$ cat config.mk
export PLATFORM = sky130hd
export DESIGN_NAME = tea_key_regs
export DESIGN_NICKNAME = d
export VERILOG_FILES = /design/src/rtl/core/tea_pkg.sv /design/src/rtl/core/tea_key_regs.sv
export SDC_FILE = /design/constraint.sdc
export NUM_CORES = 1
export LEC_CHECK = 0
export BUFFER_PORTS_ARGS = -buffer_cell sky130_fd_sc_hd__buf_2
export CAP_MARGIN = 20
export CORE_UTILIZATION = 41
export CTS_CLUSTER_SIZE = 14
export DETAILED_ROUTE_END_ITERATION = 16
export PLACE_DENSITY = 0.68
export SYNTH_ARGS = -nofsm -noshare
export SYNTH_HDL_FRONTEND = slang
export SYNTH_SLANG_ARGS = --single-unit
$ cat constraint.sdc
create_clock -name clk -period 0.8 [get_ports clk]
set_input_delay 0.04 -clock clk [delete_from_list [all_inputs] [get_ports clk]]
set_output_delay 0.04 -clock clk [all_outputs]
set_load 0.01 [all_outputs]
$ cat src/rtl/core/tea_pkg.sv
// shared types, constants and round function for the tea cipher unit
package tea_pkg;

    localparam int WORD_W = 32;
    localparam int KEY_IDX_W = 2;

    localparam logic [WORD_W-1:0] TEA_DELTA = 32'h9E37_79B9;

    // command codes
    localparam logic CMD_ENCRYPT = 1'b0;
    localparam logic CMD_DECRYPT = 1'b1;

    // configuration register indexes
    localparam logic [KEY_IDX_W-1:0] KEY_WORD_0_IDX = 2'd0;
    localparam logic [KEY_IDX_W-1:0] KEY_WORD_1_IDX = 2'd1;
    localparam logic [KEY_IDX_W-1:0] KEY_WORD_2_IDX = 2'd2;
    localparam logic [KEY_IDX_W-1:0] KEY_WORD_3_IDX = 2'd3;

    typedef struct packed {
        logic [WORD_W-1:0] k0;
        logic [WORD_W-1:0] k1;
        logic [WORD_W-1:0] k2;
        logic [WORD_W-1:0] k3;
    } key_t;

    // one pipeline beat: valid bit travels with the data
    typedef struct packed {
        logic              valid;
        logic              cmd;
        logic [WORD_W-1:0] y;
        logic [WORD_W-1:0] z;
    } beat_t;

    function automatic logic [WORD_W-1:0] tea_mix(
        input logic [WORD_W-1:0] v,
        input logic [WORD_W-1:0] sum,
        input logic [WORD_W-1:0] ka,
        input logic [WORD_W-1:0] kb
    );
        return ((v << 4) + ka) ^ (v + sum) ^ ((v >> 5) + kb);
    endfunction

    // delta times n, mod 2^32; used for elaboration-time constants only
    function automatic logic [WORD_W-1:0] round_sum(input int n);
        logic [63:0] prod;
        prod = 64'(TEA_DELTA) * 64'(n);
        return prod[WORD_W-1:0];
    endfunction

endpackage

$ cat src/rtl/core/tea_key_regs.sv
// key word registers written through the configuration port
module tea_key_regs
    import tea_pkg::*;
(
    input  logic                 clk,
    input  logic                 rst_n,
    input  logic                 cfg_we,
    input  logic [KEY_IDX_W-1:0] cfg_index,
    input  logic [WORD_W-1:0]    cfg_data,
    output key_t                 key
);

    key_t key_reg;
    key_t key_next;

    always_comb
    begin
        key_next = key_reg;
        if (cfg_we)
        begin
            case (cfg_index)
                KEY_WORD_0_IDX: key_next.k0 = cfg_data;
                KEY_WORD_1_IDX: key_next.k1 = cfg_data;
                KEY_WORD_2_IDX: key_next.k2 = cfg_data;
                KEY_WORD_3_IDX: key_next.k3 = cfg_data;
                default:        key_next = key_reg;
            endcase
        end
    end

    always_ff @(posedge clk or negedge rst_n)
    begin
        if (!rst_n)
        begin
            key_reg <= '0;
        end
        else
        begin
            key_reg <= key_next;
        end
    end

    assign key = key_reg;

endmodule

# Word level (Yosys, flattened, before mapping)
# Index checks and enable logic that the tools add are counted.
[classes] eq_ne=3 reduce_logical=5
[ops] cell="$reduce_and 2->1" count=4
[ops] cell="$eq 2x2->1 const B" count=2
[ops] cell="$eq 2x1->1 const B" count=1
[ops] cell="$logic_not 2->1" count=1
[word_totals] ff_bits=128 inputBits=37 word_cells=12

# Logic depth before layout (Yosys ltp)
# Gate-level depths: netlist (run 1).
[logic_depth] ltp_word=2 mapped_depth=3 depth_no_buf=2

# Worst setup path before layout (run 1)
# No wires, ideal clock.
[synth_path] kind="input -> register" from="input cfg_index[1]" to="register key_reg, in the netlist key[121]" arrival_time_ps=875 slack_ps=-199 stages=3 path_buffers=1 path_cell_list="nor3b_2 -> buf_4 -> mux2_2"
[synth_via] elab_chain_cells=2
[synth_lines] item="start: declaration" line="tea_key_regs.sv:8" text="input logic [KEY_IDX_W-1:0] cfg_index,"
[synth_lines] item="$logic_not 2->1" line="tea_key_regs.sv:21" text="case (cfg_index)"
[synth_lines] item="$reduce_and 2->1 (no source line)"
[synth_lines] item="end signal: assignment" line="tea_key_regs.sv:39" text="key_reg <= key_next;"
[synth_lines] item="end: declaration" line="tea_key_regs.sv:13" text="key_t key_reg;"
# No other way between the ends.
# A chain may end at the register's enable or synchronous reset.

# Final worst setup path (run 1)
[layout_path] from="register key_reg, in the netlist key[9]" to="output key[9] in the netlist's numbering"
[layout_rtl] item="end: declaration" line="tea_key_regs.sv:10" text="output key_t key"
# No word-level cell between the ends.

==> results.md, run 1 <==
- Status: complete, but fails checks
- Failing checks: setup timing
- Placed Area: 5902 µm²
- Main area contributors after synthesis: dfrtp_1, mux2_2, buf_2
- Max Cap Viol: 0
- DP HPWL: 7.211 mm
- CP arrival: 0.95 ns
- Share of cells above drive strength 1: 66.93%
- Power Density: 2765 nW/µm²
- Drt pass-1 iters: 4
- Number of synthesized flops with an enable pin: 0
- Antenna-violating nets left: 0
- Global-route wire length before repair: 17.44 mm
- Worst r2r src: key[9]$_DFFE_PN0P_
- Drt drc: 0
- Final instance area: 7138 µm²
- Final setup viols: 141
- Vias in the first global route: 3336
- Worst path cell trace: buf_6
- RSZ-0062 raised after global routing: yes
- Synth Register Bits: 128
- Top Ports: 165
- CTS clk-pin slew, worst paths: 0.05 ns
- Critical Path RT: 0.76 ns
- I/O Buffers: 164
- Crit-path max cell delay: 0.41 ns
- Reg2Reg Capture Point: key[9]$_DFFE_PN0P_
- Maximum number of pins on one net before global-route repair: 44
- Die X: 109.6 µm
- Most frequent cell after synthesis: dfrtp_1
- Clock sink count: 128
- Slew Limit Fails: 0
- Synthesized area per cell: 17.44 µm²
- Minimum hold slack: 0.01909 ns
- Pre-CTS WS: -0.3629 ns
- CP endpoint: key[9]
- Die area: 12010 µm²
- Register area share after synthesis: 67.51%
- Gpl congestion: 0.7283
- Post-Syn Area: 4745 µm²
- Die height: 109.6 µm
- H-tree Lvls: 4
- Slew @ Worst Pin: 0.2770 ns
- YS warnings: 0
- Synth-to-Final Area Change: 50.45%
- CP endpoint kind: output pin
- R2R depth: 2
- CP startpoint kind: flop
- Initial Util: 42.83%
- Largest delay share family, worst path: flip-flops
- Static Leak: 3.412 nW
- Nets: 538
- Kind of critical path: reg -> out
- Max reg flops: 128
- Worst vdd ir: 0.001545 V
- Placement row count: 38
- CTS tree: built
- Clk_lat worst skew: 0.40 ns
- Max clock buf depth: 2
- Overflow left after global routing: 0
- CP startpoint: key[9]$_DFFE_PN0P_
- Area leader, netlist: dfrtp_1
- Core ar.: 11080 µm²
- Syn Nets: 309
- First DRT Iteration DRCs: 93
- Worst Path Buf+Inv: 1
- WL/cell: 17.46 µm
- CTS buffer count: 17
- Antenna violations before repair: 0
- Highest-delay cell along the critical path: dfrtp_1
- Asr flop ratio synth: 100.0%
- Worst-case clock skew: 0 ns
- Setup ws final: -0.1893 ns
- Final Cycle Share: 123.7%
- Post-synth top area share: 67.51%
- Distinct cell type count after synthesis: 8
- Antenna cells: 0
- Relative slew slack: 81.48%
- Leading cell types by count after synthesis: dfrtp_1, mux2_2, buf_2
- Synth Flop Type: dfrtp_1
- Total Wirelength: 11.31 mm
- Total track usage: 20.09%
- DR vias: 3177
- Flop-to-flop setup slack: -0.10 ns
- Worst-path fanout max: 2
- Worst path depth: 1
- Tmin final: 0.9893 ns
- Via density: 4.903
- Syn Inst Count: 272
- Fmax: 1.011 GHz
- Hold Vio Cnt, Final: 0
- Root buffer cell: clkbuf_16
- Hold WC Path Type: in -> async
-- repair_timing --
action	4_1_cts	5_1_grt
resized for setup	21	35
setup endpoints to repair	129	142
setup buffers	8	5
hold buffers	34	0
endpoints found under the hold margin	256	0
-- metal layers --
| layer | wire length (µm) | track usage (%) | part of all wire, % | vias to the layer above |
|---|---|---|---|---|
| li1 | - | - | - | 1424 |
| met5 | 0 | 0 | 0 | - |
| met2 | 5669 | 31.18 | 50 | 115 |
| met3 | 611 | 7.528 | 5.4 | 22 |
| met4 | 259 | 9.429 | 2.3 | 0 |
| met1 | 4770 | 24.87 | 42 | 1616 |
-- worst min path at each step --
| stage | endpoint | slack, ns | cells past startpoint |
|---|---|---|---|
| final | key[107]$_DFFE_PN0P_ | 0.02 | 2 |
| after global routing | key[107]$_DFFE_PN0P_ | 0.03 | 2 |
| after CTS | key[19]$_DFFE_PN0P_ | 0.19 | 3 |
| after detailed placement | key[108]$_DFFE_PN0P_ | -0.11 | 1 |
| after global placement | key[12]$_DFFE_PN0P_ | -0.11 | 1 |
| after floorplan | key[0]$_DFFE_PN0P_ | -0.26 | 0 |
-- cell usage in the layout, fill, tap and decap left out, drive strengths merged --
| cell type | instances |
|---|---|
| buf | 189 |
| bufinv | 1 |
| clkbuf | 24 |
| clkinv | 1 |
| dfrtp | 128 |
| dlygate4sd3 | 33 |
| mux2 | 128 |
| nand3 | 1 |
| nand3b | 2 |
| nor3b | 1 |
-- where the power goes --
part	total, W	internal, W	switching (W)	leakage, nW
logic	0.00459	0.00268	0.00191	1.65
registers	0.00842	0.00772	0.000694	1.51
clock network	0.00674	0.00431	0.00242	0.248
total	0.0197	0.0147	0.00502	3.41
-- cell families (layout without fill, tap and decap cells) --
kind of cell,Yosys count,after routing,share of synthesized area (%)
buffers and inverters,12,248,1.424
multiplexers,128,128,30.38
flip-flops,128,128,67.51
AND/OR/NAND/NOR,4,4,0.6854
-- final cells by class --
type                            count  area, µm²
Multi-Input combinational cell    132       1530
Clock buffer                       24      471.7
Clock inverter                      2      35.03
Tap cell                          140      175.2
Sequential cell                   128       3203
Timing Repair Buffer              222       1723
Fill cell                         833       3940
-- per-stage QoR --
stage	setup TNS, ns	util, %	cells	power [W]
5_1_grt	-26.84	64.43	648	0.02070
3_3_place_gp	-38.67	53.28	576	0.01202
3_5_place_dp	-39.55	53.28	576	0.01218
4_1_cts	-24.11	62.56	644	0.01953
2_1_floorplan	-8.900	-	272	0.01023
6_report	-21.12	64.43	648	0.01974
No activity file was read; power rests on OpenSTA's default activity.
==> run 2, diff against run 1 <==
--- a/config.mk
+++ b/config.mk
@@ -10,7 +10,7 @@
 export CORE_UTILIZATION = 41
 export CTS_CLUSTER_SIZE = 14
 export DETAILED_ROUTE_END_ITERATION = 16
-export PLACE_DENSITY = 0.68
+export PLACE_DENSITY = 0.7
 export SYNTH_ARGS = -nofsm -noshare
 export SYNTH_HDL_FRONTEND = slang
 export SYNTH_SLANG_ARGS = --single-unit
==> run 2 against run 1 <==
Against the previous run: the run still ends with setup timing left; non-clock buffer count increased by 8; die area stayed put; clock skew stayed put; hold slack gained 0.066 ns; utilization increased by 2.4 points; via count unchanged; clock power up 30%; design area rose by 3.8%; largest cell class unchanged.
==> results.md, run 2 (synthesized netlist as in run 1, its figures left out) <==
- Status: complete, but fails checks
- Failing checks: setup timing
- Clock sink count: 128
- Max reg flops: 128
- Reg area: 3203 µm²
- Commonest non-fill, non-tap cell in the layout: dfrtp_1
- WL/cell: 17.47 µm
- Final instance area: 7407 µm²
- Final Cycle Share: 125.0%
- RSZ-0062 raised after global routing: yes
- Max Cap Viol: 0
- Power Density: 2948 nW/µm²
- CP startpoint kind: flop
- Placed Area: 5944 µm²
- Crit-path max cell delay: 0.40 ns
- Worst Path Buf+Inv: 1
- Core ar.: 11080 µm²
- R2R depth: 2
- CTS tree: built
- DP HPWL: 7.438 mm
- Worst vdd ir: 0.001449 V
- Commonest cells after routing, fill and taps aside: dfrtp_1, buf_2, mux2_2
- Drt pass-1 iters: 4
- Kind of critical path: reg -> out
- Critical Path RT: 0.76 ns
- Worst r2r src: key[69]$_DFFE_PN0P_
- Largest delay share family, worst path: flip-flops
- Tmin final: 1.000 ns
- I/O Buffers: 164
- H-tree Lvls: 4
- Slew Limit Fails: 0
- Die X: 109.6 µm
- Fmax: 0.9997 GHz
- Max clock buf depth: 2
- Hold WC Path Type: in -> async
- Placement row count: 38
- Final setup viols: 143
- Antenna cells: 0
- Die area: 12010 µm²
- CP arrival: 0.96 ns
- Worst-path fanout max: 2
- DR vias: 3177
- FILL cells: 785
- Total Wirelength: 11.55 mm
- Vias in the first global route: 3360
- Highest-delay cell along the critical path: dfrtp_1
- Antenna-violating nets left: 0
- CTS clk-pin slew, worst paths: 0.06 ns
- Drt drc: 0
- Gpl congestion: 0.7586
- Slew @ Worst Pin: 0.3524 ns
- Share of cells above drive strength 1: 68.33%
- Top Ports: 165
- Static Leak: 3.542 nW
- Worst path cell trace: buf_2
- Overflow left after global routing: 0
- Synth-to-Final Area Change: 56.12%
- Hold Vio Cnt, Final: 0
- Die height: 109.6 µm
- Maximum number of pins on one net before global-route repair: 32
- Nets: 546
- CP endpoint kind: output pin
- First DRT Iteration DRCs: 80
- Antenna violations before repair: 0
- Initial Util: 42.83%
- Clk_lat worst skew: 0.40 ns
- Via density: 4.806
- Area of the multi-input gates: 1530 µm²
- Total track usage: 19.82%
- CTS buffer count: 17
- Setup TNS: -21.16 ns
- Reg2Reg Capture Point: key[69]$_DFFE_PN0P_
- Root buffer cell: clkbuf_16
- Worst-case clock skew: 0 ns
- Relative slew slack: 76.51%
- Flop-to-flop setup slack: -0.10 ns
- Global-route wire length before repair: 17.41 mm
- Setup ws final: -0.2003 ns
run 2: changes by cell type in the layout (fill, tap and decap cells not counted):
cell and delta:
clkinvlp_4 +2, buf_6 +2, buf_12 +1, clkinv_2 -1, clkbuf_8 +1, bufinv_16 +5, clkbuf_16 +1, clkinv_4 +1
clkbuf_1 -3, buf_4 +4
run 2: timing repair:
| action | CTS | global route |
|---|---|---|
| hold buffers | 33 | 0 |
| setup buffers | 12 | 4 |
| pin swaps | 0 | 1 |
| cloned | 0 | 1 |
| gates resized for setup | 21 | 36 |
| hold endpoints to repair | 256 | 0 |
| endpoints found under the setup margin | 129 | 145 |
run 2: worst max path at each step:
stage                     slack (ns)  depth (start not counted)                  from              endpoint
after floorplan                -0.15                          3          cfg_index[1]  key[121]$_DFFE_PN0P_
after global placement         -0.36                          4          cfg_index[1]  key[120]$_DFFE_PN0P_
after detailed placement       -0.40                          4          cfg_index[1]  key[102]$_DFFE_PN0P_
after CTS                      -0.20                          1  key[124]$_DFFE_PN0P_              key[124]
after global routing           -0.25                          1   key[70]$_DFFE_PN0P_               key[70]
final                          -0.20                          1   key[70]$_DFFE_PN0P_               key[70]
run 2: stage by stage:
stage / hold slack (ns) / power, W / setup slack (ns) / instances / util [%]
CTS: 0.07548 / 0.02155 / -0.2021 / 656 / 64.60
detailed placement: -0.03067 / 0.01220 / -0.3957 / 580 / 53.66
finish: 0.08528 / 0.02183 / -0.2003 / 661 / 66.86
global route: 0.1130 / 0.02282 / -0.2471 / 661 / 66.86
global placement: -0.03045 / 0.01204 / -0.3559 / 580 / 53.66
floorplan: -0.2556 / 0.01023 / -0.1469 / 272 / -
run 2: routing by layer:
metal | GRT usage, % | vias to the layer above | wire, µm
li1 | - | 1445 | -
met1 | 24.34 | 1611 | 4953
met2 | 32.57 | 109 | 5829
met3 | 6.580 | 12 | 603
met4 | 7.333 | 0 | 160
met5 | 0 | - | 0
run 2: where the power goes:
group	internal, W	leakage [nW]	switching (W)
logic	0.00274	1.70	0.00191
clock network	0.00608	0.323	0.00269
registers	0.00772	1.51	0.000696
total	0.0165	3.54	0.00530
run 2: layout make-up:
cell class	count	area share (%)
flip-flops and latches	128	43.24
repair buffers	230	24.58
multi-input cells	132	20.66
clock buffers	22	6.402
clock inverters	9	2.753
well taps	140	2.365
