`config.mk`:
```
export PLATFORM = sky130hd
export DESIGN_NAME = tea_half_round
export DESIGN_NICKNAME = d
export VERILOG_FILES = /design/src/rtl/core/tea_pkg.sv /design/src/rtl/core/tea_half_round.sv
export SDC_FILE = /design/constraint.sdc
export NUM_CORES = 1
export LEC_CHECK = 0
export BUFFER_PORTS_ARGS = -buffer_cell sky130_fd_sc_hd__buf_2
export CAP_MARGIN = 25
export CORE_ASPECT_RATIO = 1.25
export CORE_MARGIN = 5
export CORE_UTILIZATION = 35
export CTS_CLUSTER_SIZE = 30
export DETAILED_ROUTE_END_ITERATION = 12
export PLACE_DENSITY_LB_ADDON = 0.25
export REMOVE_ABC_BUFFERS = 1
export SETUP_SLACK_MARGIN = 0.15
export SYNTH_ARGS = -nofsm -noshare
export SYNTH_HDL_FRONTEND = slang
export SYNTH_SLANG_ARGS = --single-unit
```
`constraint.sdc`:
```
create_clock -name clk -period 0.8 [get_ports clk]
set_input_delay 0.16 -clock clk [delete_from_list [all_inputs] [get_ports clk]]
set_output_delay 0.16 -clock clk [all_outputs]
set_load 0.02 [all_outputs]
```
`src/rtl/core/tea_pkg.sv`:
```
// shared types, constants and round function for the tea cipher unit
package tea_pkg;

    localparam int WORD_W = 32;
    localparam int KEY_IDX_W = 2;

    localparam logic [WORD_W-1:0] TEA_DELTA = 32'h9E37_79B9;

    // command codes
    localparam logic CMD_ENCRYPT = 1'b0;
    localparam logic CMD_DECRYPT = 1'b1;

    // configuration register indexes
    localparam logic [KEY_IDX_W-1:0] KEY_WORD_0_IDX = 2'd0;
    localparam logic [KEY_IDX_W-1:0] KEY_WORD_1_IDX = 2'd1;
    localparam logic [KEY_IDX_W-1:0] KEY_WORD_2_IDX = 2'd2;
    localparam logic [KEY_IDX_W-1:0] KEY_WORD_3_IDX = 2'd3;

    typedef struct packed {
        logic [WORD_W-1:0] k0;
        logic [WORD_W-1:0] k1;
        logic [WORD_W-1:0] k2;
        logic [WORD_W-1:0] k3;
    } key_t;

    // one pipeline beat: valid bit travels with the data
    typedef struct packed {
        logic              valid;
        logic              cmd;
        logic [WORD_W-1:0] y;
        logic [WORD_W-1:0] z;
    } beat_t;

    function automatic logic [WORD_W-1:0] tea_mix(
        input logic [WORD_W-1:0] v,
        input logic [WORD_W-1:0] sum,
        input logic [WORD_W-1:0] ka,
        input logic [WORD_W-1:0] kb
    );
        return ((v << 4) + ka) ^ (v + sum) ^ ((v >> 5) + kb);
    endfunction

    // delta times n, mod 2^32; used for elaboration-time constants only
    function automatic logic [WORD_W-1:0] round_sum(input int n);
        logic [63:0] prod;
        prod = 64'(TEA_DELTA) * 64'(n);
        return prod[WORD_W-1:0];
    endfunction

endpackage

```
`src/rtl/core/tea_half_round.sv`:
```
// one registered half-round stage, shared by encrypt and decrypt
module tea_half_round
    import tea_pkg::*;
#(
    parameter logic [31:0] ENC_SUM    = 32'h9E37_79B9,
    parameter logic [31:0] DEC_SUM    = 32'h9E37_79B9,
    parameter bit          FIRST_HALF = 1'b1
)
(
    input  logic  clk,
    input  logic  rst_n,
    input  key_t  key,
    input  beat_t beat_in,
    output beat_t beat_out
);

    logic              update_y;
    logic [WORD_W-1:0] sum;
    logic [WORD_W-1:0] src;
    logic [WORD_W-1:0] dst;
    logic [WORD_W-1:0] mix;
    logic [WORD_W-1:0] dst_new;
    beat_t             beat_next;
    logic              valid_reg;
    logic              cmd_reg;
    logic [WORD_W-1:0] y_reg;
    logic [WORD_W-1:0] z_reg;

    // encrypt: first half updates y, second z; decrypt the other way round
    assign update_y = ((beat_in.cmd == CMD_ENCRYPT) == FIRST_HALF);
    assign sum      = (beat_in.cmd == CMD_ENCRYPT) ? ENC_SUM : DEC_SUM;
    assign src      = update_y ? beat_in.z : beat_in.y;
    assign dst      = update_y ? beat_in.y : beat_in.z;
    assign mix      = update_y ? tea_mix(src, sum, key.k0, key.k1)
                               : tea_mix(src, sum, key.k2, key.k3);
    assign dst_new  = (beat_in.cmd == CMD_ENCRYPT) ? (dst + mix) : (dst - mix);

    always_comb
    begin
        beat_next       = beat_in;
        beat_next.valid = beat_in.valid;
        if (update_y)
        begin
            beat_next.y = dst_new;
        end
        else
        begin
            beat_next.z = dst_new;
        end
    end

    always_ff @(posedge clk or negedge rst_n)
    begin
        if (!rst_n)
        begin
            valid_reg <= 1'b0;
        end
        else
        begin
            valid_reg <= beat_next.valid;
        end
    end

    always_ff @(posedge clk)
    begin
        cmd_reg <= beat_next.cmd;
        y_reg   <= beat_next.y;
        z_reg   <= beat_next.z;
    end

    assign beat_out = '{valid: valid_reg, cmd: cmd_reg, y: y_reg, z: z_reg};

`ifndef SYNTHESIS
    a_valid_travels: assert property (@(posedge clk) disable iff (!rst_n)
        $past(rst_n) |-> (valid_reg == $past(beat_in.valid)))
        else $error("valid bit lost or invented in half-round stage");

    a_cmd_travels: assert property (@(posedge clk) disable iff (!rst_n)
        $past(rst_n) && valid_reg |-> (cmd_reg == $past(beat_in.cmd)))
        else $error("command changed inside half-round stage");

    a_other_word_kept: assert property (@(posedge clk) disable iff (!rst_n)
        $past(rst_n) && valid_reg |->
            ($past(update_y) ? (z_reg == $past(beat_in.z))
                             : (y_reg == $past(beat_in.y))))
        else $error("half-round stage altered the word it should pass");
`endif

endmodule

```
=== After elaboration in Yosys (flattened, before gate mapping) ===
Cells that the tools add are included.

* Bitwise gates (word level): 4
* Multiplexer cells: 6
* Add/sub/neg operators: 7

{| class="wikitable"
|+ Operator list
! kind !! number
|-
| 2-to-1 mux 32 bit || 6
|-
| bitwise XOR 32 bit || 4
|-
| adder 32 bit || 3
|-
| adder 27 x 32 -> 32 bit || 2
|-
| adder 32 bit (second input constant) || 1
|-
| subtractor 32 bit || 1
|}

* Word-level logic and storage cells: 21
* Output and inout port bits: 66
* Register bits after elaboration: 66
* Input bits: 196

=== Logic depth before layout (Yosys ltp) ===
Gate-level depths: netlist (run 1).

* Depth after elaboration: 8
* Mapped depth: 39
* Depth with buffers taken out: 30

=== Worst setup path before layout (run 1) ===
No wires, ideal clock.

* Kind: input port to flip-flop
* Start: input port beat_in[64] (netlist name)
* End: register y_reg[31]
* Data arrival time: 7.504 ns
* Buffers on the path: 11
* Required time: 0.668 ns
* Stages: 39
* Setup slack: -6.836 ns
* Library setup time: 0.132 ns
* Path through: buf_6 -> buf_6 -> buf_6 -> buf_4 -> buf_4 -> buf_2 -> buf_2 -> buf_1 -> clkbuf_1 -> clkbuf_1 -> clkbuf_1 -> nand2_1 -> nand2_1 -> ha_1 -> a21o_1 -> nand4_1 -> a21oi_1 -> o21ai_0 -> (+3 left out) -> or2_2 -> or3_1 -> nor4_2 -> xnor2_1 -> nand2_1 -> o21ai_1 -> ha_1 -> a211oi_1 -> nand2_1 -> a31o_2 -> o21ai_0 -> a31oi_1 -> a41oi_1 -> mux2_2 -> a211oi_1 -> o41ai_1 -> nand4_1 -> a21oi_1

{| class="wikitable"
|+ RTL lines
! what !! line !! RTL
|-
| start, declared || tea_half_round.sv:13 || <nowiki>input beat_t beat_in,</nowiki>
|-
| end signal, assigned || tea_half_round.sv:67 || <nowiki>y_reg <= beat_next.y;</nowiki>
|-
| end, declared || tea_half_round.sv:26 || <nowiki>logic [WORD_W-1:0] y_reg;</nowiki>
|}

==> results of run 1 <==
per-layer routing:
layer | wire length [um] | GRT usage [%] | part of all wire, %
met5 | 0 | 0 | 0
met4 | 5090 | 18.2 | 7.7
met3 | 2390 | 3.50 | 3.6
met2 | 33600 | 53.2 | 51
met1 | 24800 | 29.3 | 38
power breakdown:
| group | switching [mW] | total (mW) | internal, mW |
|---|---|---|---|
| logic | 25.6 | 52.3 | 26.7 |
| clock network | 1.56 | 4.05 | 2.49 |
| registers | 0.489 | 5.55 | 5.06 |
| total | 27.6 | 61.9 | 34.3 |
cell type report:
| cell class | count | area, um^2 | area share (%) |
|---|---|---|---|
| Tap cell | 498 | 623 | 2.57 |
| Multi-Input combinational cell | 1626 | 13800 | 57.0 |
| Timing Repair Buffer | 1076 | 7920 | 32.7 |
| Sequential cell | 66 | 1350 | 5.59 |
| Clock buffer | 12 | 246 | 1.02 |
| Inverter | 56 | 220 | 0.910 |
| Clock inverter | 4 | 51.3 | 0.212 |
cell families (layout without fill, tap and decap cells):
| logic type | after synthesis | in the layout | share of synthesized area [%] |
|---|---|---|---|
| muxes | 69 | 69 | 5.34 |
| and+or+nand+nor | 546 | 546 | 21.1 |
| xor gates and xnor gates | 280 | 280 | 19.1 |
| DFF | 66 | 66 | 9.49 |
| AOI/OAI and AO/OA | 585 | 585 | 28.0 |
| adders and majority gates | 146 | 146 | 13.3 |
| buffers and inverters | 119 | 1148 | 3.63 |
cells in the mapped netlist, drive strengths merged (13+ instances only):
master  instances
clkbuf         36
o21ai         130
ha            141
inv            56
nand2b         23
a211oi         26
nor2b          19
nand4          30
xnor3          13
or3            21
xor2           68
o21bai         25
xnor2         198
nand3          42
o21a           26
and3           27
o31ai          14
and2           29
a21oi         147
mux2           41
nor2           89
nor3           49
dfxtp          65
a21o           56
buf            27
nor4           20
o211ai         29
nand2         144
mux2i          28
a31oi          25
worst max path at each step:
| stage | startpoint | endpoint | slack (ps) | depth (start not counted) |
|---|---|---|---|---|
| finish | beat_in[64] | y_reg[31]$_DFF_P_ | -5340 | 33 |
| detailed placement | beat_in[64] | y_reg[31]$_DFF_P_ | -6210 | 30 |
| global route | beat_in[64] | z_reg[31]$_DFF_P_ | -5610 | 32 |
| floorplan | beat_in[64] | y_reg[31]$_DFF_P_ | -5770 | 29 |
| CTS | beat_in[64] | y_reg[31]$_DFF_P_ | -5090 | 32 |
| global placement | beat_in[64] | y_reg[31]$_DFF_P_ | -6100 | 31 |
stage by stage:
| stage | utilization, % | worst slack, ps | hold slack, ps | total power, mW | TNS, ps |
|---|---|---|---|---|---|
| 2_1_floorplan | - | -5770 | -136 | 27.4 | -265450 |
| 3_3_place_gp | 53.6 | -6100 | -65.4 | 44.9 | -299990 |
| 3_5_place_dp | 53.6 | -6210 | -64.3 | 45.4 | -304470 |
| 4_1_cts | 59.6 | -5090 | -4.56 | 57.1 | -264090 |
| 5_1_grt | 61.6 | -5610 | 34.9 | 65.6 | -288970 |
| 6_report | 61.6 | -5340 | 20.4 | 61.9 | -274710 |
what timing repair did:
item                       4_1_cts  5_1_grt
setup endpoints to repair      130      130
gates resized for setup        393       96
hold buffers                     2        0
buffers inserted                59       33
pin swaps                      128       86
cloned                           2        0
hold endpoints to repair         3        0
==> summary.txt, run 1 <==
Die Span Y: 233 um
HPWL after detailed placement: 53800 um
Worst Max-Slew Pin Slew: 583 ps
Max stage delay on crit path: 440 ps
pin count of the biggest net entering global routing: 61
Critical Path Fanout Max: 6
Max IR drop VDD: 2330 uV
Power per Cell Area: 2560 nW/um^2
crit path DAT: 6380 ps
max-slew violation count: 0
number of endpoints failing setup at the final stage: 130
setup ws final: -5340 ps
library cells used by synthesis: 106
Max Root-Sink Buffers: 2
synth-to-layout area growth: 73.2%
number of DRC markers in iteration 0: 868
CP Capture Type: flip-flop
crit start category: input port
# fillers: 3515
floorplan row count: 81
width of the chip: 189 um
antenna violations before repair: 0
Synth Instances: 1811
leading register cell type out of synthesis: sky130_fd_sc_hd__dfxtp_1
CTS tree: yes
worst hold path endpoint: y_reg[30]$_DFF_P_
post-layout instance area: 24200 um^2
max_slew headroom: 60.9%
First-pass DRT Iterations: 5
via count of the first global-routing pass: 18400
final wirelength: 65900 um
leakage power total: 11.5 nW
commonest non-fill, non-tap cell in the layout: sky130_fd_sc_hd__buf_4
initial core utilization: 35.5%
unrepaired setup endpoints after global routing: yes
maxcap violations: 0
cell type of the slowest stage on the worst timing path: sky130_fd_sc_hd__or3_4
part of the Yosys area used for sequential elements: 9.49%
synthesized cell area: 14000 um^2
htree depth: 3
# DRC: 0
number of I/O port buffers: 261
number of sinks on the clock net: 66
Diodes inserted: 0
global-route wire length before repair: 96900 um
global-route total usage across every layer: 28.2%
hold-critical path depth: 3
number of antenna-violating nets in the routed design: 0
total I/O pin count: 262
status: finished, violations left
via/cell ratio: 5.38
dominant cell type by area after synthesis: sky130_fd_sc_hd__ha_1
number of buffers created by CTS: 9
area of the die: 44100 um^2
required time of the worst setup path: 1040 ps
number of flops mapped to enable cells by yosys: 0
Core ar.: 39300 um^2
number of cells in the finished layout apart from fillers: 3338
share of the clock period used by the worst path after layout: 768%
leading cell types in the layout, fill and taps excluded: sky130_fd_sc_hd__buf_4, sky130_fd_sc_hd__buf_2, sky130_fd_sc_hd__xnor2_1
DR vias: 17900
Synth Register Bits: 66
Post-Place Cells: 3226
post-layout minimum cycle time: 6140 ps
Area contributors post-synth: sky130_fd_sc_hd__ha_1, sky130_fd_sc_hd__xnor2_1, sky130_fd_sc_hd__dfxtp_1
Final nets: 3177
proportion of layout cells with a drive suffix above 1: 50.9%
violated checks: negative setup slack
GP Congestion: 0.977
worst hold path type: input port to flip-flop
start point of the worst hold path: beat_in[62]
final number of hold-violating endpoints: 0
Bufs and invs on worst path: 6
mean post-synth cell area: 7.72 um^2
start-to-end type of the worst setup path: input port to flip-flop
Cell Area, Placed: 21100 um^2
async set-or-reset flop fraction in the synthesized netlist: 1.52%
total of warnings raised by yosys: 0
clk slew on worst S/H paths: 50 ps
global-route congestion overflow total: 0
routed len/inst: 19.7 um
Yosys top cell area share: 12.6%
kind of cell adding the most delay to the critical path: compound AO/OA/AOI/OAI gates
Peak Freq: 163 MHz
clock root cell: sky130_fd_sc_hd__clkbuf_16
Note: power is estimated with default switching activity, not from simulation.
==> inputs of run 2 (changes only) <==
CELL_PAD_IN_SITES_DETAIL_PLACEMENT = 1   (was unset)
CELL_PAD_IN_SITES_GLOBAL_PLACEMENT = 2   (was unset)
CORE_UTILIZATION = 30   (was 35)
==> run 2 against run 1 <==
  * The flow still finishes with violations (negative setup slack)
  * Global-route usage is 0.83 points higher
  * Fmax up 0.83%
  * Sequential cell count unchanged
  * Clock power increased by 13%
  * Die area is 16% higher
  * Sequential power rose by 10%
  * Worst setup slack gained 50 ps
  * Combinational power rose by 3%
  * Core utilization decreased by 8.5 points
  * Critical endpoint is now z_reg[31]$_DFF_P_
  * Largest cell class unchanged
  * Highest routed layer unchanged
==> summary.txt, run 2 (synthesized netlist as in run 1, its figures left out) <==
share of the clock period used by the worst path after layout: 761% (-6.3 points)
Cell Area, Placed: 21300 um^2 (+0.77%)
unrepaired setup endpoints after global routing: yes
total area of sequential cells: 1410 um^2 (+4.0%)
hold-critical path depth: 3 (unchanged)
CP Capture Type: flip-flop
crit path DAT: 6350 ps (-30 ps)
Power per Cell Area: 2630 nW/um^2 (+3.0%)
part of the total power dissipated in the clock network: 7.1% (+0.6 points)
setup ws final: -5290 ps (+50.3 ps)
Critical Path Fanout Max: 14 (+8)
pin count of the biggest net entering global routing: 54 (-11%)
total power of the final layout: 64.5 mW (+4.2%)
maxcap violations: 0 (unchanged)
clock root cell: sky130_fd_sc_hd__clkbuf_16
number of endpoints failing setup at the final stage: 130 (unchanged)
global-route wire length before repair: 115000 um (+19%)
Core ar.: 46100 um^2 (+17%)
Final nets: 3162 (-0.47%)
via/cell ratio: 5.41 (+0.63%)
utilization after layout: 53.1% (-8.5 points)
kind of cell adding the most delay to the critical path: simple AND/OR/NAND/NOR gates
crit start category: input port
status: finished, violations left
global-route congestion overflow total: 0 (unchanged)
number of DRC markers in iteration 0: 698 (-20%)
Max IR drop VDD: 2240 uV (-3.9%)
# fillers: 5567 (+58%)
total I/O pin count: 262 (unchanged)
Reg power frac: 9.5% (+0.5 points)
global-route total usage across every layer: 29.0% (+0.83 points)
width of the chip: 203 um (+7.6%)
HPWL after detailed placement: 63300 um (+18%)
htree depth: 3 (unchanged)
Max stage delay on crit path: 380 ps (-60 ps)
combinational share of power: 83.5% (-1.0 points)
worst hold path endpoint: y_reg[28]$_DFF_P_
start-to-end type of the worst setup path: input port to flip-flop
number of antenna-violating nets in the routed design: 0 (unchanged)
number of buffers created by CTS: 9 (unchanged)
floorplan row count: 88 (+8.6%)
worst hold path type: input port to flip-flop
# DRC: 0 (unchanged)
via count of the first global-routing pass: 20400 (+11%)
Most Frequent Cell on Critical Path: sky130_fd_sc_hd__xnor2_1
dpl ws: -6460 ps (-246 ps)
number of I/O port buffers: 261 (unchanged)
Post-Place Cells: 3323 (+3.0%)
met1 track demand over resource in global routing: 29.5% (+0.13 points)
Global Route met2 Usage: 57.1% (+3.9 points)
max-slew violation count: 0 (unchanged)
leakage power total: 11.5 nW (about the same)
final number of hold-violating endpoints: 0 (unchanged)
commonest non-fill, non-tap cell in the layout: sky130_fd_sc_hd__buf_4
Worst Max-Slew Pin Slew: 612 ps (+29.8 ps)
number of cells in the finished layout apart from fillers: 3410 (+2.2%)
CTS tree: yes
start point of the worst hold path: beat_in[60]
synth-to-layout area growth: 75.2%
DR vias: 18400 (+2.8%)
Peak Freq: 164 MHz (+0.83%)
Internal: 35.3 mW (+3.1%)
antenna violations before repair: 0 (unchanged)
number of sinks on the clock net: 66 (unchanged)
leading cell types in the layout, fill and taps excluded: sky130_fd_sc_hd__buf_4, sky130_fd_sc_hd__buf_2, sky130_fd_sc_hd__xnor2_1
max_slew headroom: 58.0% (-2.9 points)
GP Congestion: 0.999 (+2.2%)
clk slew on worst S/H paths: 60 ps (about the same)
violated checks: negative setup slack
Diodes inserted: 0 (unchanged)
Max Root-Sink Buffers: 2 (unchanged)
final wirelength: 77900 um (+18%)
multi-input gate area in the final layout: 13800 um^2 (about the same)
post-layout minimum cycle time: 6090 ps (-50.3 ps)
initial core utilization: 30.3% (-5.2 points)
cell type of the slowest stage on the worst timing path: sky130_fd_sc_hd__nor4_4
proportion of layout cells with a drive suffix above 1: 52.4% (+1.4 points)
post-layout instance area: 24500 um^2 (+1.1%)
routed len/inst: 22.8 um (+16%)
required time of the worst setup path: 1060 ps (+20 ps)
switching share of power: 45.2% (+0.57 points)
Die Span Y: 251 um (+7.7%)
met3 Use GR: 2.90% (-0.59 points)
net load switching power: 29.2 mW (+5.5%)
grt peak-use layer: met2
area of the die: 51000 um^2 (+16%)
Bufs and invs on worst path: 4 (-2)
First-pass DRT Iterations: 5 (unchanged)
run 2: stage by stage:
stage          hold WS (ps)  setup TNS [ps]
2_1_floorplan          -136         -265450
3_3_place_gp          -65.1         -301080
3_5_place_dp          -65.1         -309320
4_1_cts                18.8         -266330
5_1_grt                43.9         -284230
6_report               38.0         -269770
run 2: how the worst max path moves through the flow:
stage | startpoint | to | slack (ps) | cells past startpoint
6_report | beat_in[64] | z_reg[31]$_DFF_P_ | -5290 | 29
5_1_grt | beat_in[64] | y_reg[31]$_DFF_P_ | -5540 | 32
4_1_cts | beat_in[64] | y_reg[31]$_DFF_P_ | -5240 | 31
3_5_place_dp | beat_in[64] | y_reg[31]$_DFF_P_ | -6460 | 33
3_3_place_gp | beat_in[64] | y_reg[31]$_DFF_P_ | -6190 | 34
2_1_floorplan | beat_in[64] | y_reg[31]$_DFF_P_ | -5770 | 29
run 2: power by group through the flow:
stage	sequential, mW	clock [mW]	combinational, mW
3_5_place_dp	5.44	0	41.5
5_1_grt	6.28	4.83	57.1
3_3_place_gp	5.38	0	40.4
6_report	6.11	4.56	53.8
4_1_cts	6.12	4.69	50.5
2_1_floorplan	7.52	0	19.9
run 2: what timing repair did:
item,4_1_cts,5_1_grt
buffers inserted,53,14
setup endpoints to repair,130,130
hold endpoints to repair,2,0
resized for setup,493,112
pin swaps,122,55
cloned,2,0
hold buffers,2,0
run 2: cell type report:
class / instances / area share, %
multi-input cells: 1626 / 56.4
clock inverters: 6 / 0.368
flip-flops and latches: 66 / 5.74
well taps: 585 / 2.99
repair buffers: 1061 / 32.6
clock buffers: 10 / 0.976
inverters: 56 / 0.920
run 2: per-layer routing:
metal	up-vias	part of all wire (%)
met5	-	0
met4	0	7.0
met3	183	2.9
met2	445	54
met1	9060	36
li1	8756	-
run 2: worst min-delay path, stage by stage:
cell	delay, ps
sky130_fd_sc_hd__buf_2	100
sky130_fd_sc_hd__nand2_1	50
sky130_fd_sc_hd__o21ai_0	70
==> inputs of run 3 (changes only) <==
clock period = 5.45 ns   (was 0.8 ns; I/O delays follow)
==> run 3 against run 2 <==
  * The run still ends with negative setup slack left
  * Worst setup slack better by 3700 ps
  * Largest power group unchanged
  * Wire length decreased by 2.6%
  * Critical endpoint is now y_reg[31]$_DFF_P_
  * Core utilization decreased by 1.7 points
==> summary.txt, run 3 (synthesized netlist as in run 1, its figures left out) <==
number of buffers created by CTS: 9 (unchanged)
final wirelength: 75900 um (-2.6%)
Critical Path Fanout Max: 8 (-6)
final hold slack: 480 ps (+442 ps)
max_slew headroom: 54.5% (-3.5 points)
part of the total power dissipated in the clock network: 7.4% (+0.3 points)
GP Congestion: 0.966 (-3.2%)
status: finished, violations left
crit start category: input port
count of hold buffers inserted by post-cts repair: 0 (-2)
setup ws final: -1630 ps (+3660 ps)
Max stage delay on crit path: 390 ps (about the same)
area of the die: 51000 um^2 (unchanged)
Power per Cell Area: 374 nW/um^2 (-86%)
leading cell types in the layout, fill and taps excluded: sky130_fd_sc_hd__buf_4, sky130_fd_sc_hd__buf_2, sky130_fd_sc_hd__xnor2_1
worst hold path type: input port to async pin
HPWL after detailed placement: 63100 um (-0.28%)
total I/O pin count: 262 (unchanged)
floorplan row count: 88 (unchanged)
leakage power total: 11.3 nW (-2.4%)
Diodes inserted: 0 (unchanged)
Internal: 4.76 mW (-87%)
Final nets: 3144 (-0.57%)
global-route total usage across every layer: 28.0% (-1.0 points)
final number of hold-violating endpoints: 0 (unchanged)
kind of cell adding the most delay to the critical path: compound AO/OA/AOI/OAI gates
number of antenna-violating nets in the routed design: 0 (unchanged)
clock root cell: sky130_fd_sc_hd__clkbuf_16
start-to-end type of the worst setup path: input port to flip-flop
Bufs and invs on worst path: 5 (+1)
switching share of power: 46.4% (+1.2 points)
width of the chip: 203 um (unchanged)
Max Root-Sink Buffers: 2 (unchanged)
First-pass DRT Iterations: 5 (unchanged)
max-slew violation count: 0 (unchanged)
global-route wire length before repair: 111000 um (-3.7%)
initial core utilization: 30.3% (unchanged)
unrepaired setup endpoints after global routing: yes
commonest non-fill, non-tap cell in the layout: sky130_fd_sc_hd__buf_4
Core ar.: 46100 um^2 (unchanged)
via/cell ratio: 5.36 (-0.91%)
DR vias: 18200 (-1.4%)
Die Span Y: 251 um (unchanged)
via count of the first global-routing pass: 19800 (-3.0%)
routed len/inst: 22.4 um (-2.0%)
proportion of layout cells with a drive suffix above 1: 49.1% (-3.2 points)
violated checks: negative setup slack
combinational share of power: 83.8% (+0.3 points)
synth-to-layout area growth: 69.7%
Max IR drop VDD: 335 uV (-85%)
cell type of the slowest stage on the worst timing path: sky130_fd_sc_hd__a211o_1
crit path DAT: 7380 ps (+1030 ps)
net load switching power: 4.12 mW (-86%)
CP Capture Type: flip-flop
number of endpoints failing setup at the final stage: 42 (-68%)
CTS tree: yes
pin count of the biggest net entering global routing: 62 (+15%)
# DRC: 0 (unchanged)
htree depth: 3 (unchanged)
number of I/O port buffers: 261 (unchanged)
clk slew on worst S/H paths: 60 ps (about the same)
Reg power frac: 8.8% (-0.7 points)
Worst Max-Slew Pin Slew: 663 ps (+50.9 ps)
required time of the worst setup path: 5750 ps (+4690 ps)
total negative slack: -38520 ps (+231260 ps)
Peak Freq: 141 MHz
global-route congestion overflow total: 0 (unchanged)
antenna violations before repair: 0 (unchanged)
share of the clock period used by the worst path after layout: 130%
# fillers: 5612 (+0.81%)
number of DRC markers in iteration 0: 683 (-2.1%)
number of sinks on the clock net: 66 (unchanged)
maxcap violations: 0 (unchanged)
post-layout minimum cycle time: 7080 ps
-- run 3: changes by cell type in the layout (fill, tap and decap cells not counted), moves of 10 or more --
| cell | previous run | this run |
|---|---|---|
| sky130_fd_sc_hd__buf_2 | 192 | 260 |
| sky130_fd_sc_hd__buf_4 | 759 | 735 |
| sky130_fd_sc_hd__buf_6 | 98 | 38 |
| sky130_fd_sc_hd__dfxtp_1 | 1 | 65 |
| sky130_fd_sc_hd__dfxtp_2 | 64 | 0 |
| sky130_fd_sc_hd__o21ai_0 | 58 | 68 |
-- run 3: worst max path at each step --
stage                start                 to  slack, ps  cells past startpoint
5_1_grt        beat_in[64]  y_reg[31]$_DFF_P_      -1870                     32
2_1_floorplan  beat_in[64]  y_reg[31]$_DFF_P_      -2050                     29
3_5_place_dp   beat_in[64]  y_reg[31]$_DFF_P_      -2720                     30
3_3_place_gp   beat_in[64]  y_reg[31]$_DFF_P_      -2500                     32
6_report       beat_in[64]  y_reg[31]$_DFF_P_      -1630                     30
4_1_cts        beat_in[64]  y_reg[31]$_DFF_P_      -1630                     30
-- run 3: area by class of cell --
type	count	area [um^2]	area share, %
sequential	66	1330	5.59
clock buffer	11	243	1.02
multi-input combinational	1626	13700	57.6
tap	585	732	3.09
inverter	56	224	0.944
timing repair buffer	1043	7440	31.4
clock inverter	5	77.6	0.327
-- run 3: layer usage --
layer  wire length (um)  global-route usage [%]
met3               2240                    3.10
met4               5200                    15.7
met2              40500                    54.6
met5                  0                       0
met1              27900                    28.7
-- run 3: power groups by stage --
stage	Combinational (mW)	Clock [mW]	Sequential (mW)
after floorplan	2.92	0	1.10
after global placement	5.88	0	0.791
after detailed placement	6.04	0	0.796
after CTS	6.48	0.675	0.790
after global routing	7.93	0.691	0.814
final	7.44	0.654	0.785
-- run 3: what timing repair did --
| item | CTS | global route |
|---|---|---|
| gates resized for setup | 123 | 251 |
| setup endpoints to repair | 54 | 54 |
| cloned | 2 | 0 |
| setup buffers | 28 | 32 |
| pin swaps | 56 | 127 |
| endpoints found under the hold margin | 0 | 0 |
-- run 3: stage by stage --
stage / instance area, um^2 / worst slack (ps) / power, mW / cells / utilization, %
2_1_floorplan: 13700 / -2050 / 4.02 / 1748 / -
3_3_place_gp: 21200 / -2500 / 6.67 / 3314 / 45.9
3_5_place_dp: 21200 / -2720 / 6.83 / 3314 / 45.9
4_1_cts: 22300 / -1630 / 7.95 / 3360 / 48.4
5_1_grt: 23700 / -1870 / 9.44 / 3392 / 51.4
6_report: 23700 / -1630 / 8.88 / 3392 / 51.4
